===== src/sv/arci_pkg.sv =====
// ----------------------------------------------------------------------------
// arci_pkg: shared types and constants for the AHCI read command issuer
// Result kinds, status codes, default parameter values, and the command and
// status bundles between the controller and the datapath.
// ----------------------------------------------------------------------------
package arci_pkg;

  // Default values for the top-level parameters.
  localparam int DEFAULT_SLOT_COUNT        = 32;
  localparam int DEFAULT_SECTORS_PER_ENTRY = 16;
  localparam int DEFAULT_MAX_SECTORS       = 1024;

  // The largest scatter table has this many entries.
  localparam int MAX_ENTRIES = 64;

  // Timeout limit after reset.
  localparam logic [19:0] TIMEOUT_RESET = 20'hfffff;

  // Bit positions in the port registers.
  localparam int TF_BUSY_BIT = 7;
  localparam int TF_DRQ_BIT  = 3;
  localparam int IS_TFE_BIT  = 30;

  // Largest value of the byte count field.
  localparam logic [16:0] BCF_MAX = 17'd8191;

  // Input function codes.
  localparam logic FUNC_START  = 1'b0;
  localparam logic FUNC_SAMPLE = 1'b1;

  // Result kinds.
  localparam logic [1:0] KIND_ENTRY  = 2'd0;
  localparam logic [1:0] KIND_ISSUE  = 2'd1;
  localparam logic [1:0] KIND_FINISH = 2'd2;

  // Finish status codes.
  localparam logic [2:0] ST_OK            = 3'd0;
  localparam logic [2:0] ST_NO_SLOT       = 3'd1;
  localparam logic [2:0] ST_READY_TIMEOUT = 3'd2;
  localparam logic [2:0] ST_DONE_TIMEOUT  = 3'd3;
  localparam logic [2:0] ST_TF_ERROR      = 3'd4;

  // Commands from the controller to the datapath.
  typedef struct packed {
    logic       latch_input;
    logic       start_run;
    logic       load_entry;
    logic       load_issue;
    logic       load_finish;
    logic [2:0] fin_status;
    logic       wc_inc;
    logic       wc_clear;
  } arci_cmd_t;

  // Status from the datapath to the controller.
  typedef struct packed {
    logic func;
    logic slot_found;
    logic timeout;
    logic tf_busy;
    logic tf_error;
    logic issue_pending;
    logic last_entry;
    logic out_free;
  } arci_sts_t;

endpackage


===== src/sv/arci_ctrl.sv =====
// ----------------------------------------------------------------------------
// arci_ctrl: sequencing controller of the AHCI read command issuer
// Accepts one request at a time, decides what it causes from the datapath
// status, walks the scatter entries and tracks the phase of the command.
// ----------------------------------------------------------------------------
module arci_ctrl (
  input  logic                clk,
  input  logic                rst,
  input  logic                in_valid,
  output logic                in_ready,
  input  arci_pkg::arci_sts_t sts,
  output arci_pkg::arci_cmd_t cmd
);
  import arci_pkg::*;

  typedef enum logic [2:0] {
    S_IDLE  = 3'b001,
    S_EVAL  = 3'b010,
    S_ENTRY = 3'b100
  } state_t;

  typedef enum logic [2:0] {
    PH_IDLE  = 3'b001,
    PH_READY = 3'b010,
    PH_DONE  = 3'b100
  } phase_t;

  state_t state, state_next;
  phase_t phase, phase_next;

  assign in_ready = (state == S_IDLE);

  // Control registers.
  always_ff @(posedge clk) begin
    if (rst) begin
      state <= S_IDLE;
      phase <= PH_IDLE;
    end else begin
      state <= state_next;
      phase <= phase_next;
    end
  end

  // Next state and datapath commands.
  always_comb begin
    state_next      = state;
    phase_next      = phase;
    cmd             = '0;
    cmd.fin_status  = ST_OK;
    cmd.latch_input = in_valid && (state == S_IDLE);

    case (state)
      S_IDLE: begin
        if (in_valid) begin
          state_next = S_EVAL;
        end
      end

      // Everything a request does happens once the output register is free.
      S_EVAL: begin
        if (sts.out_free) begin
          state_next = S_IDLE;
          if (sts.func == FUNC_START) begin
            if (!sts.slot_found) begin
              cmd.load_finish = 1'b1;
              cmd.fin_status  = ST_NO_SLOT;
              cmd.wc_clear    = 1'b1;
              phase_next      = PH_IDLE;
            end else begin
              cmd.start_run = 1'b1;
              cmd.wc_clear  = 1'b1;
              phase_next    = PH_READY;
              state_next    = S_ENTRY;
            end
          end else begin
            case (phase)
              PH_READY: begin
                if (sts.timeout) begin
                  cmd.load_finish = 1'b1;
                  cmd.fin_status  = ST_READY_TIMEOUT;
                  cmd.wc_clear    = 1'b1;
                  phase_next      = PH_IDLE;
                end else if (sts.tf_busy) begin
                  cmd.wc_inc = 1'b1;
                end else begin
                  cmd.load_issue = 1'b1;
                  cmd.wc_clear   = 1'b1;
                  phase_next     = PH_DONE;
                end
              end
              PH_DONE: begin
                if (sts.timeout) begin
                  cmd.load_finish = 1'b1;
                  cmd.fin_status  = ST_DONE_TIMEOUT;
                  cmd.wc_clear    = 1'b1;
                  phase_next      = PH_IDLE;
                end else if (sts.tf_error) begin
                  cmd.load_finish = 1'b1;
                  cmd.fin_status  = ST_TF_ERROR;
                  cmd.wc_clear    = 1'b1;
                  phase_next      = PH_IDLE;
                end else if (sts.issue_pending) begin
                  cmd.wc_inc = 1'b1;
                end else begin
                  cmd.load_finish = 1'b1;
                  cmd.fin_status  = ST_OK;
                  cmd.wc_clear    = 1'b1;
                  phase_next      = PH_IDLE;
                end
              end
              default: begin
                // A sample with no run pending is dropped.
              end
            endcase
          end
        end
      end

      // One scatter entry per cycle while the output register drains.
      S_ENTRY: begin
        if (sts.out_free) begin
          cmd.load_entry = 1'b1;
          if (sts.last_entry) begin
            state_next = S_IDLE;
          end
        end
      end

      default: begin
        state_next = S_IDLE;
      end
    endcase
  end

endmodule


===== src/sv/arci_dp.sv =====
// ----------------------------------------------------------------------------
// arci_dp: datapath of the AHCI read command issuer
// Holds the accepted request, the run registers, the timeout counter and the
// output register, and reports conditions to the controller.
// ----------------------------------------------------------------------------
module arci_dp #(
  parameter int SLOT_COUNT        = arci_pkg::DEFAULT_SLOT_COUNT,
  parameter int SECTORS_PER_ENTRY = arci_pkg::DEFAULT_SECTORS_PER_ENTRY,
  parameter int MAX_SECTORS       = arci_pkg::DEFAULT_MAX_SECTORS
) (
  input  logic                clk,
  input  logic                rst,
  input  arci_pkg::arci_cmd_t cmd,
  output arci_pkg::arci_sts_t sts,
  input  logic                cfg_write_en,
  input  logic [19:0]         cfg_write_data,
  input  logic                func,
  input  logic [31:0]         buffer_address,
  input  logic [47:0]         start_lba,
  input  logic [10:0]         sector_count,
  input  logic [31:0]         active_slots,
  input  logic [31:0]         issued_slots,
  input  logic [7:0]          task_file_status,
  input  logic [31:0]         interrupt_status,
  output logic                out_valid,
  input  logic                out_ready,
  output logic [1:0]          kind,
  output logic [4:0]          slot,
  output logic [5:0]          entry_index,
  output logic [31:0]         data_address,
  output logic [12:0]         byte_count_field,
  output logic [47:0]         fis_lba,
  output logic [10:0]         fis_count,
  output logic [2:0]          status,
  output logic                last
);
  import arci_pkg::*;

  localparam int CountCap = (MAX_SECTORS < MAX_ENTRIES * SECTORS_PER_ENTRY) ?
                            MAX_SECTORS : MAX_ENTRIES * SECTORS_PER_ENTRY;
  localparam logic [10:0] CapW   = 11'(CountCap);
  localparam logic [10:0] SpeW   = 11'(SECTORS_PER_ENTRY);
  localparam logic [31:0] Stride = 32'(SECTORS_PER_ENTRY * 512);

  // Accepted request.
  logic        lat_func;
  logic [31:0] lat_buf;
  logic [47:0] lat_lba;
  logic [10:0] lat_count;
  logic [31:0] lat_active;
  logic [31:0] lat_issued;
  logic [7:0]  lat_tfs;
  logic [31:0] lat_int;

  // Run registers.
  logic [19:0] timeout_limit;
  logic [19:0] wait_counter;
  logic [4:0]  chosen_slot;
  logic [47:0] held_lba;
  logic [10:0] held_count;
  logic [10:0] rem_sectors;
  logic [31:0] entry_addr;
  logic [5:0]  entry_pos;

  // Derived values.
  logic [31:0] free_slots;
  logic        slot_found;
  logic [4:0]  free_slot;
  logic [10:0] cnt_sat;
  logic [7:0]  secs;
  logic [16:0] bytes_m1;
  logic [12:0] bcf;
  logic        any_load;

  // Request register.
  always_ff @(posedge clk) begin
    if (cmd.latch_input) begin
      lat_func   <= func;
      lat_buf    <= buffer_address;
      lat_lba    <= start_lba;
      lat_count  <= sector_count;
      lat_active <= active_slots;
      lat_issued <= issued_slots;
      lat_tfs    <= task_file_status;
      lat_int    <= interrupt_status;
    end
  end

  // Lowest free command slot below the slot count.
  always_comb begin
    free_slots = ~(lat_active | lat_issued);
    slot_found = 1'b0;
    free_slot  = '0;
    for (int i = 31; i >= 0; i--) begin
      if (i < SLOT_COUNT && free_slots[i]) begin
        slot_found = 1'b1;
        free_slot  = 5'(i);
      end
    end
  end

  // Sector count clamped to the supported range.
  always_comb begin
    if (lat_count == 11'd0) begin
      cnt_sat = 11'd1;
    end else if (lat_count > CapW) begin
      cnt_sat = CapW;
    end else begin
      cnt_sat = lat_count;
    end
  end

  // Size of the current scatter entry.
  always_comb begin
    secs     = (rem_sectors > SpeW) ? SpeW[7:0] : rem_sectors[7:0];
    bytes_m1 = {secs, 9'd0} - 17'd1;
    bcf      = (bytes_m1 > BCF_MAX) ? BCF_MAX[12:0] : bytes_m1[12:0];
  end

  // Timeout limit register.
  always_ff @(posedge clk) begin
    if (rst) begin
      timeout_limit <= TIMEOUT_RESET;
    end else if (cfg_write_en) begin
      timeout_limit <= cfg_write_data;
    end
  end

  // Wait counter, shared by both polling phases.
  always_ff @(posedge clk) begin
    if (rst) begin
      wait_counter <= '0;
    end else if (cmd.wc_clear) begin
      wait_counter <= '0;
    end else if (cmd.wc_inc) begin
      wait_counter <= wait_counter + 20'd1;
    end
  end

  // Run state taken at a start and advanced by the entry walk.
  always_ff @(posedge clk) begin
    if (rst) begin
      chosen_slot <= '0;
      held_lba    <= '0;
      held_count  <= '0;
    end else if (cmd.start_run) begin
      chosen_slot <= free_slot;
      held_lba    <= lat_lba;
      held_count  <= cnt_sat;
    end
  end

  always_ff @(posedge clk) begin
    if (cmd.start_run) begin
      rem_sectors <= cnt_sat;
      entry_addr  <= lat_buf;
      entry_pos   <= '0;
    end else if (cmd.load_entry) begin
      rem_sectors <= rem_sectors - SpeW;
      entry_addr  <= entry_addr + Stride;
      entry_pos   <= entry_pos + 6'd1;
    end
  end

  // Output register.
  assign any_load = cmd.load_entry || cmd.load_issue || cmd.load_finish;

  always_ff @(posedge clk) begin
    if (rst) begin
      out_valid <= 1'b0;
    end else if (any_load) begin
      out_valid <= 1'b1;
    end else if (out_ready) begin
      out_valid <= 1'b0;
    end
  end

  always_ff @(posedge clk) begin
    if (any_load) begin
      kind             <= KIND_ENTRY;
      slot             <= chosen_slot;
      entry_index      <= '0;
      data_address     <= '0;
      byte_count_field <= '0;
      fis_lba          <= '0;
      fis_count        <= '0;
      status           <= ST_OK;
      last             <= 1'b0;
      if (cmd.load_entry) begin
        entry_index      <= entry_pos;
        data_address     <= entry_addr;
        byte_count_field <= bcf;
      end else if (cmd.load_issue) begin
        kind      <= KIND_ISSUE;
        fis_lba   <= held_lba;
        fis_count <= held_count;
      end else begin
        kind   <= KIND_FINISH;
        status <= cmd.fin_status;
        last   <= 1'b1;
        if (cmd.fin_status == ST_NO_SLOT) begin
          slot <= '0;
        end
      end
    end
  end

  // Conditions for the controller.
  always_comb begin
    sts.func          = lat_func;
    sts.slot_found    = slot_found;
    sts.timeout       = (wait_counter >= timeout_limit);
    sts.tf_busy       = lat_tfs[TF_BUSY_BIT] | lat_tfs[TF_DRQ_BIT];
    sts.tf_error      = lat_int[IS_TFE_BIT];
    sts.issue_pending = lat_issued[chosen_slot];
    sts.last_entry    = (rem_sectors <= SpeW);
    sts.out_free      = !out_valid || out_ready;
  end

endmodule


===== src/sv/ahci_read_command_issuer.sv =====
// ----------------------------------------------------------------------------
// ahci_read_command_issuer: host side of one READ DMA EXT command on a port
// A start request builds the scatter entries and holds the LBA and count;
// status samples then issue the command and watch for its completion.
// ----------------------------------------------------------------------------
// A request is taken into the request register while the controller is idle
// and is acted on once the output register is free. A start that finds a slot
// then walks its scatter entries (up to 64) through the single output register,
// loading each one as that register is free.
// Reset clears the controller, the output valid and the wait counter, and
// sets the timeout limit to 0xfffff; no clearing pass is needed.
module ahci_read_command_issuer #(
  parameter int SLOT_COUNT        = arci_pkg::DEFAULT_SLOT_COUNT,
  parameter int SECTORS_PER_ENTRY = arci_pkg::DEFAULT_SECTORS_PER_ENTRY,
  parameter int MAX_SECTORS       = arci_pkg::DEFAULT_MAX_SECTORS
) (
  input  logic        clk,
  input  logic        rst,
  input  logic        cfg_write_en,
  input  logic [19:0] cfg_write_data,
  input  logic        in_valid,
  output logic        in_ready,
  input  logic        func,
  input  logic [31:0] buffer_address,
  input  logic [47:0] start_lba,
  input  logic [10:0] sector_count,
  input  logic [31:0] active_slots,
  input  logic [31:0] issued_slots,
  input  logic [7:0]  task_file_status,
  input  logic [31:0] interrupt_status,
  output logic        out_valid,
  input  logic        out_ready,
  output logic [1:0]  kind,
  output logic [4:0]  slot,
  output logic [5:0]  entry_index,
  output logic [31:0] data_address,
  output logic [12:0] byte_count_field,
  output logic [47:0] fis_lba,
  output logic [10:0] fis_count,
  output logic [2:0]  status,
  output logic        last
);
  import arci_pkg::*;

  arci_cmd_t cmd;
  arci_sts_t sts;

  // Controller.
  arci_ctrl u_ctrl (
    .clk      (clk),
    .rst      (rst),
    .in_valid (in_valid),
    .in_ready (in_ready),
    .sts      (sts),
    .cmd      (cmd)
  );

  // Datapath.
  arci_dp #(
    .SLOT_COUNT        (SLOT_COUNT),
    .SECTORS_PER_ENTRY (SECTORS_PER_ENTRY),
    .MAX_SECTORS       (MAX_SECTORS)
  ) u_dp (
    .clk              (clk),
    .rst              (rst),
    .cmd              (cmd),
    .sts              (sts),
    .cfg_write_en     (cfg_write_en),
    .cfg_write_data   (cfg_write_data),
    .func             (func),
    .buffer_address   (buffer_address),
    .start_lba        (start_lba),
    .sector_count     (sector_count),
    .active_slots     (active_slots),
    .issued_slots     (issued_slots),
    .task_file_status (task_file_status),
    .interrupt_status (interrupt_status),
    .out_valid        (out_valid),
    .out_ready        (out_ready),
    .kind             (kind),
    .slot             (slot),
    .entry_index      (entry_index),
    .data_address     (data_address),
    .byte_count_field (byte_count_field),
    .fis_lba          (fis_lba),
    .fis_count        (fis_count),
    .status           (status),
    .last             (last)
  );

  // A result is never loaded over one that is still waiting.
  assert property (@(posedge clk) disable iff (rst)
    (cmd.load_entry || cmd.load_issue || cmd.load_finish) |-> (!out_valid || out_ready))
    else $error("result loaded over a held result");

  // At most one kind of result is loaded in a cycle.
  assert property (@(posedge clk) disable iff (rst)
    $onehot0({cmd.load_entry, cmd.load_issue, cmd.load_finish}))
    else $error("more than one result loaded");

  // The entry walk keeps new requests out.
  assert property (@(posedge clk) disable iff (rst)
    cmd.load_entry |-> !in_ready)
    else $error("request taken during the entry walk");

  // Only a finish result is marked last.
  assert property (@(posedge clk) disable iff (rst)
    out_valid |-> (last == (kind == KIND_FINISH)))
    else $error("last flag does not match result kind");

  // The output is empty right after reset.
  assert property (@(posedge clk) rst |=> !out_valid)
    else $error("result valid after reset");

endmodule


===== config.mk =====
export PLATFORM = sky130hd
export DESIGN_NAME = ahci_read_command_issuer
export DESIGN_NICKNAME = d
export VERILOG_FILES = /design/src/sv/arci_pkg.sv /design/src/sv/arci_ctrl.sv /design/src/sv/arci_dp.sv /design/src/sv/ahci_read_command_issuer.sv
export SDC_FILE = /design/constraint.sdc
export NUM_CORES = 1
export LEC_CHECK = 0
export BUFFER_PORTS_ARGS = -buffer_cell sky130_fd_sc_hd__buf_4
export CELL_PAD_IN_SITES_DETAIL_PLACEMENT = 0
export CELL_PAD_IN_SITES_GLOBAL_PLACEMENT = 2
export CORE_MARGIN = 2
export CORE_UTILIZATION = 30
export DETAILED_ROUTE_END_ITERATION = 8
export GPL_TIMING_DRIVEN = 0
export PLACE_DENSITY = 0.7
export SYNTH_ARGS = -nofsm -noshare
export SYNTH_HDL_FRONTEND = slang
export SYNTH_SLANG_ARGS = --single-unit

===== constraint.sdc =====
create_clock -name clk -period 20 [get_ports clk]
set_clock_uncertainty 0.05 [all_clocks]
set_input_delay 5 -clock clk [delete_from_list [all_inputs] [get_ports clk]]
set_output_delay 5 -clock clk [all_outputs]
set_load 0.1 [all_outputs]

==> impl_results.md, run 1 <==
- Status: completed
- Asr flop ratio synth: 0%
- Worst-path clk slew: 60 ps
- Compound-gate portion of the synthesized area: 7.55%
- TritonRoute pass-1 iters: 5
- Yosys top cell area share: 55.0%
- DP HPWL: 32.9 mm
- Via-to-Cell Ratio: between 4 and 5
- Cell Count Post-Placement: about 2400
- CTS root buf: clkbuf_16
- Tot GR Track Use: 15.1%
- Vias in the first global route: about 12000
- Xor and xnor area share after synthesis: 2.40%
- Drt drc: 0
- Share of cells above drive strength 1: 25.2%
- Largest net degree at the start of global routing: 63
- Max-slew violations: 0
- RSZ-0062 raised after global routing: false
- Synth Flop Type: edfxtp_1
- Utilization after layout: approximately two fifths
- Cell Area, Placed: ~21000 um2
- Post-Syn Nets: around 1600
- Syn Area/Cell: between 10 and 15 um2
- Clk buf depth: 3
- Largest cells by area after synthesis: edfxtp_1 (55%), dfxtp_1 (14%), nand2_1 (4.2%)
- Core area: around 56000 um2
- First-pass GRT wire length: just under 70 mm
- CP required: 20190 ps
- DRT iter0 DRCs: just under 500
- Clock latency on the worst-skew pair: 590 ps
- Sequential share of the synthesized area: ~69%
- Final nets: around 2000
- Design area: 22200 um2
- Power density cells: between 100 and 150 nW/um2
- Critical path data arrival time: between 8000 and 9000 ps
- Worst slew margin: between 10% and 20%
- Minimum clock period: roughly 8100 ps
- Synth Area in Adders: ~2.0%
- Number of synthesized register bits: ~430
- Synthesized cell area: around 17000 um2
- Global route overflow: 0
- Crit. End Element: register
- Synth cell types: between 60 and 70
- Final hold violation count: 0
- Crit Path Max Fanout: 62
- Most frequent cells in the layout: buf_4 (315), edfxtp_1 (314), nand2_1 (191), dfxtp_1 (117), a21oi_1 (83)
- Gpl congestion: 0.771
- HP Class: register to register
- Hold_buf cts: 0
- WL final: around 45 mm
- Avg WL per Cell: between 15 and 20 um
- Setup violations, final: 0
- Crit path launch type: primary input
- Synthesized instance count: about 1300
- Main combinational cell family by area after synthesis: simple AND/OR/NAND/NOR gates
- Die X: approximately 240 um
- Ys Warns: 0
- Initial Utilization: 30.3%
- Max cap viols: 0
- Synth area leader: edfxtp_1
- Leakage: around 8.3 nW
- Vias: ~11000
- Syn-to-layout area delta: 29.4%
- Input/output buffers: 304
- Die Area: 59100 um2
- Max H-tree Level: 2
- Number of synthesized flops with an enable pin: 314
- Postcts setup bufs: 0
- Antenna Cells: 0
- Mux cell area share after synthesis: approximately 1.6%
- Post-Synth Simple-Gate Area: between 10% and 20%
- Final ANT Viol Nets: 0
- CTS tree: yes
- IO Count: about 340
- Antenna violations before repair: 0
- Commonest non-fill, non-tap cell in the layout: buf_4
- Worst vdd ir: 0.0000704 V
- Total power: around 2.6 mW
- CTS sink count: between 400 and 500
- Setup TNS: 0 ps
- Actual slew at the worst max-slew pin: roughly 1300 ps
- CTS Buf Count: 48
- Chip Height: 243 um
- Final worst-path cycle share: 40.5%
- Highest clock rate: 123 MHz
- Site row count: 87
- WS Path Type: primary input to register
- CTS resizes: 0
- Fin cells: around 2500
-- per-layer routing --
metal	vias to the layer above	GRT usage, %	routed length [um]
met5	-	0	0
met4	0	5.09	1240
met3	69	3.39	2360
met2	257	24.8	21100
met1	5418	19.8	20600
li1	5640	-	-
-- path summary, 6_finish.rpt --
path / cells past startpoint / end / start / slack, ps
setup / recovery: 8 / u_dp.fis_lba[5] / out_ready / 11890
hold reg to reg: 2 / u_dp.held_lba[21] / u_dp.held_lba[21] / 400
hold / removal: 2 / u_dp.held_lba[21] / u_dp.held_lba[21] / 400
setup reg to reg: 12 / u_dp.fis_lba[5] / u_dp.wait_counter[0] / 15300
-- report_power, final --
group | switching, mW | leakage, nW | internal (mW)
clock network | 0.370 | 0.775 | 0.512
registers | 0.0545 | 3.83 | 1.11
logic | 0.368 | 3.66 | 0.141
-- layout make-up --
cell class              instances  area, um2
fillers                      5444      34300
flip-flops and latches        431      11800
multi-input cells             799       4840
repair buffers                321       2500
clock buffers                  60       1290
well taps                     756        946
plain buffers                  76        417
clock inverters                30        293
inverters                      33        124
-- synthesized netlist by cell type (3+ instances only) --
library cell / n
o32a_1: 3
xnor2_1: 33
o21ai_0: 34
nand4_1: 9
buf_4: 10
a21o_1: 4
o22ai_1: 20
nor4_1: 20
ha_1: 27
a211oi_1: 6
and4_1: 4
dfxtp_1: 117
and3_1: 60
or4_1: 4
nor3_1: 42
a31oi_1: 6
mux4_1: 8
clkbuf_8: 6
buf_6: 4
and2_1: 69
nor2b_1: 5
a41oi_1: 3
clkbuf_1: 54
xor2_1: 14
inv_1: 32
nand3b_1: 4
o31ai_1: 5
or2_2: 3
nand2b_1: 8
nand3_1: 15
nand2_1: 192
o211ai_1: 19
a21oi_1: 83
nor3_2: 3
edfxtp_1: 314
mux2i_1: 5
o21a_1: 4
nor2_1: 56
-- sequential cells by signal (all words and copies together), names as in the netlist, 32 cells and up --
name / cells
u_dp.data_address: 32
u_dp.entry_addr: 32
u_dp.fis_lba: 48
u_dp.held_lba: 48
u_dp.lat_active: 32
u_dp.lat_buf: 32
u_dp.lat_issued: 32
u_dp.lat_lba: 48
-- logic make-up after synthesis --
group           count (synthesis)
fa+ha+maj                      27
mux                            14
buf+inv                       109
flops                         431
compound gates                208
xor+xnor                       47
simple gates                  503
-- stage by stage --
step           hold WS, ps  setup slack, ps
2_1_floorplan          382             3380
3_3_place_gp           387            -2710
3_5_place_dp           393            10990
4_1_cts                401            11630
5_1_grt                416            11560
6_report               399            11890
-- critical path: stages --
cell	delay, ps
buf_4	90
and2b_2	240
nor3_2	540
nand2_1	340
nor3_2	730
nor2_1	240
nand2_4	650
buf_16	350
No activity file was read; power rests on OpenSTA's default activity.
==> inputs of run 2 (changes only) <==
clock period = 8 ns   (was 20 ns; I/O delays follow)
==> run 2 against run 1 <==
  * Power is 150% higher
  * Cell count is 0.32% lower
  * Combinational power grew to 2.5 times the previous value
  * First-iteration DRC count is 15% higher
  * Worst setup slack worse by 9200 ps
  * Clock power is 140% higher
  * Count of clock-buffer cells in the layout is 6 higher
  * Largest cell class unchanged
==> impl_results.md, run 2 (synthesis results as in run 1) <==
- Final nets: 1951 (-0.36%)
- Vias: 11400 (+0.54%)
- Actual slew at the worst max-slew pin: 1260 ps (-6.62 ps)
- Final hold violation count: 0 (unchanged)
- Cell Count Post-Placement: 2410 (-0.25%)
- Die Area: 59100 um2 (unchanged)
- CP cell instances: buf_4 -> and2b_2 -> nor3_2 -> nand2_1 -> nor3_2 -> nor2_1 -> nand2_4 -> buf_16
- Chip Height: 243 um (unchanged)
- Antenna violations before repair: 0 (unchanged)
- Crit path largest cell delay: 880 ps (+150 ps)
- Leakage: 8.22 nW (-0.59%)
- Setup violations, final: 0 (unchanged)
- Cell Area, Placed: 20600 um2 (+0.15%)
- Max-slew violations: 0 (unchanged)
- IO Count: 344 (unchanged)
- Critical path data arrival time: 5560 ps (-2740 ps)
- Final ANT Viol Nets: 0 (unchanged)
- Vias in the first global route: 11600 (-0.60%)
- Worst-path clk slew: 60 ps (about the same)
- Via-to-Cell Ratio: 4.58 (+0.87%)
- CP required: 8200 ps (-11990 ps)
- RSZ-0062 raised after global routing: false
- Status: completed
- CTS Buf Count: 47 (-2.1%)
- Antenna Cells: 0 (unchanged)
- Hold_buf cts: 0 (unchanged)
- Syn-to-layout area delta: 29.2%
- Global route overflow: 0 (unchanged)
- CTS resizes: 0 (unchanged)
- First-pass GRT wire length: 68.6 mm (-0.43%)
- Most frequent cells in the layout: buf_4 (314), edfxtp_1 (314), nand2_1 (191), dfxtp_1 (117), a21oi_1 (83)
- CTS tree: yes
- Max cap viols: 0 (unchanged)
- WS Path Type: primary input to register
- TritonRoute pass-1 iters: 4 (-1)
- Die X: 243 um (unchanged)
- Highest clock rate: roughly 190 MHz
- Crit Path Max Fanout: 62 (unchanged)
- DP HPWL: 32.8 mm (-0.31%)
- Clk buf depth: 3 (unchanged)
- Power density cells: 285 nW/um2 (+150%)
- Share of cells above drive strength 1: 24.7% (-0.52 points)
- Top flop regs: u_dp.fis_lba: 48 flops, u_dp.held_lba: 48 flops, u_dp.lat_lba: 48 flops
- Initial Utilization: 30.3% (unchanged)
- Final worst-path cycle share: about 67%
- WL final: 45.1 mm (-0.44%)
- HP Class: register to register
- CTS sink count: 431 (unchanged)
- Clock latency on the worst-skew pair: 600 ps (about the same)
- Worst slew margin: 15.5% (+0.44 points)
- Site row count: 87 (unchanged)
- Worst vdd ir: 0.000165 V (+130%)
- Gpl congestion: 0.767 (-0.52%)
- CTS root buf: clkbuf_16
- Fin cells: 2498 (-0.32%)
- Utilization after layout: 39.2% (-0.055 points)
- Critical path's most frequent cell: nor3_2
- Design area: 22100 um2 (-0.14%)
- DRT iter0 DRCs: 557 (+15%)
- Minimum clock period: approximately 5400 ps
- Drt drc: 0 (unchanged)
- Max H-tree Level: 2 (unchanged)
- Postcts setup bufs: 0 (unchanged)
- Crit. End Element: register
- Tot GR Track Use: 15.0% (-0.11 points)
- Largest net degree at the start of global routing: 63 (unchanged)
- Avg WL per Cell: 18.0 um (-0.12%)
- Core area: 56500 um2 (unchanged)
- Crit path launch type: primary input
- Slowest cell on crit path: nor3_2
- Input/output buffers: 304 (unchanged)
[run 2: final timing paths]
check	startpoint	end	slack, ps	depth (start not counted)
setup / recovery	out_ready	u_dp.fis_lba[17]	2650	8
hold / removal	u_dp.held_lba[4]	u_dp.held_lba[4]	400	2
setup reg to reg	u_dp.wait_counter[0]	u_dp.fis_lba[17]	3210	12
hold reg to reg	u_dp.held_lba[4]	u_dp.held_lba[4]	400	2
[run 2: worst max-delay path, delay by kind of cell]
family                 cells  cell delay, ps
buffers and inverters      2             440
AND/OR/NAND/NOR            6            3000
[run 2: layout make-up]
cell class                 count  area (um2)
timing repair buffer         315        2520
fill                        5426       34300
tap                          756         946
sequential                   431       11800
multi-input combinational    799        4850
buffer                        76         417
clock inverter                22         199
clock buffer                  66        1320
inverter                      33         124
[run 2: stage by stage]
stage / total power [mW] / hold slack [ps] / TNS (ps) / setup slack, ps
2_1_floorplan: 3.80 / 382 / 0 / 1650
3_3_place_gp: 4.22 / 387 / -174100 / -959
3_5_place_dp: 4.27 / 394 / 0 / 1850
4_1_cts: 6.43 / 401 / 0 / 2490
5_1_grt: 6.61 / 418 / 0 / 2420
6_report: 6.32 / 399 / 0 / 2650
[run 2: where the power goes]
group | internal [mW] | switching (mW) | leakage (nW)
registers | 2.77 | 0.137 | 3.83
logic | 0.368 | 0.922 | 3.66
clock network | 1.20 | 0.927 | 0.732
total | 4.34 | 1.99 | 8.22
[run 2: per-layer routing]
metal	vias up	GRT usage, %	part of all wire [%]
met5	-	0	0
met4	0	5.05	2.8
met3	69	3.25	5.2
met2	259	24.7	47
met1	5503	19.7	45
li1	5615	-	-
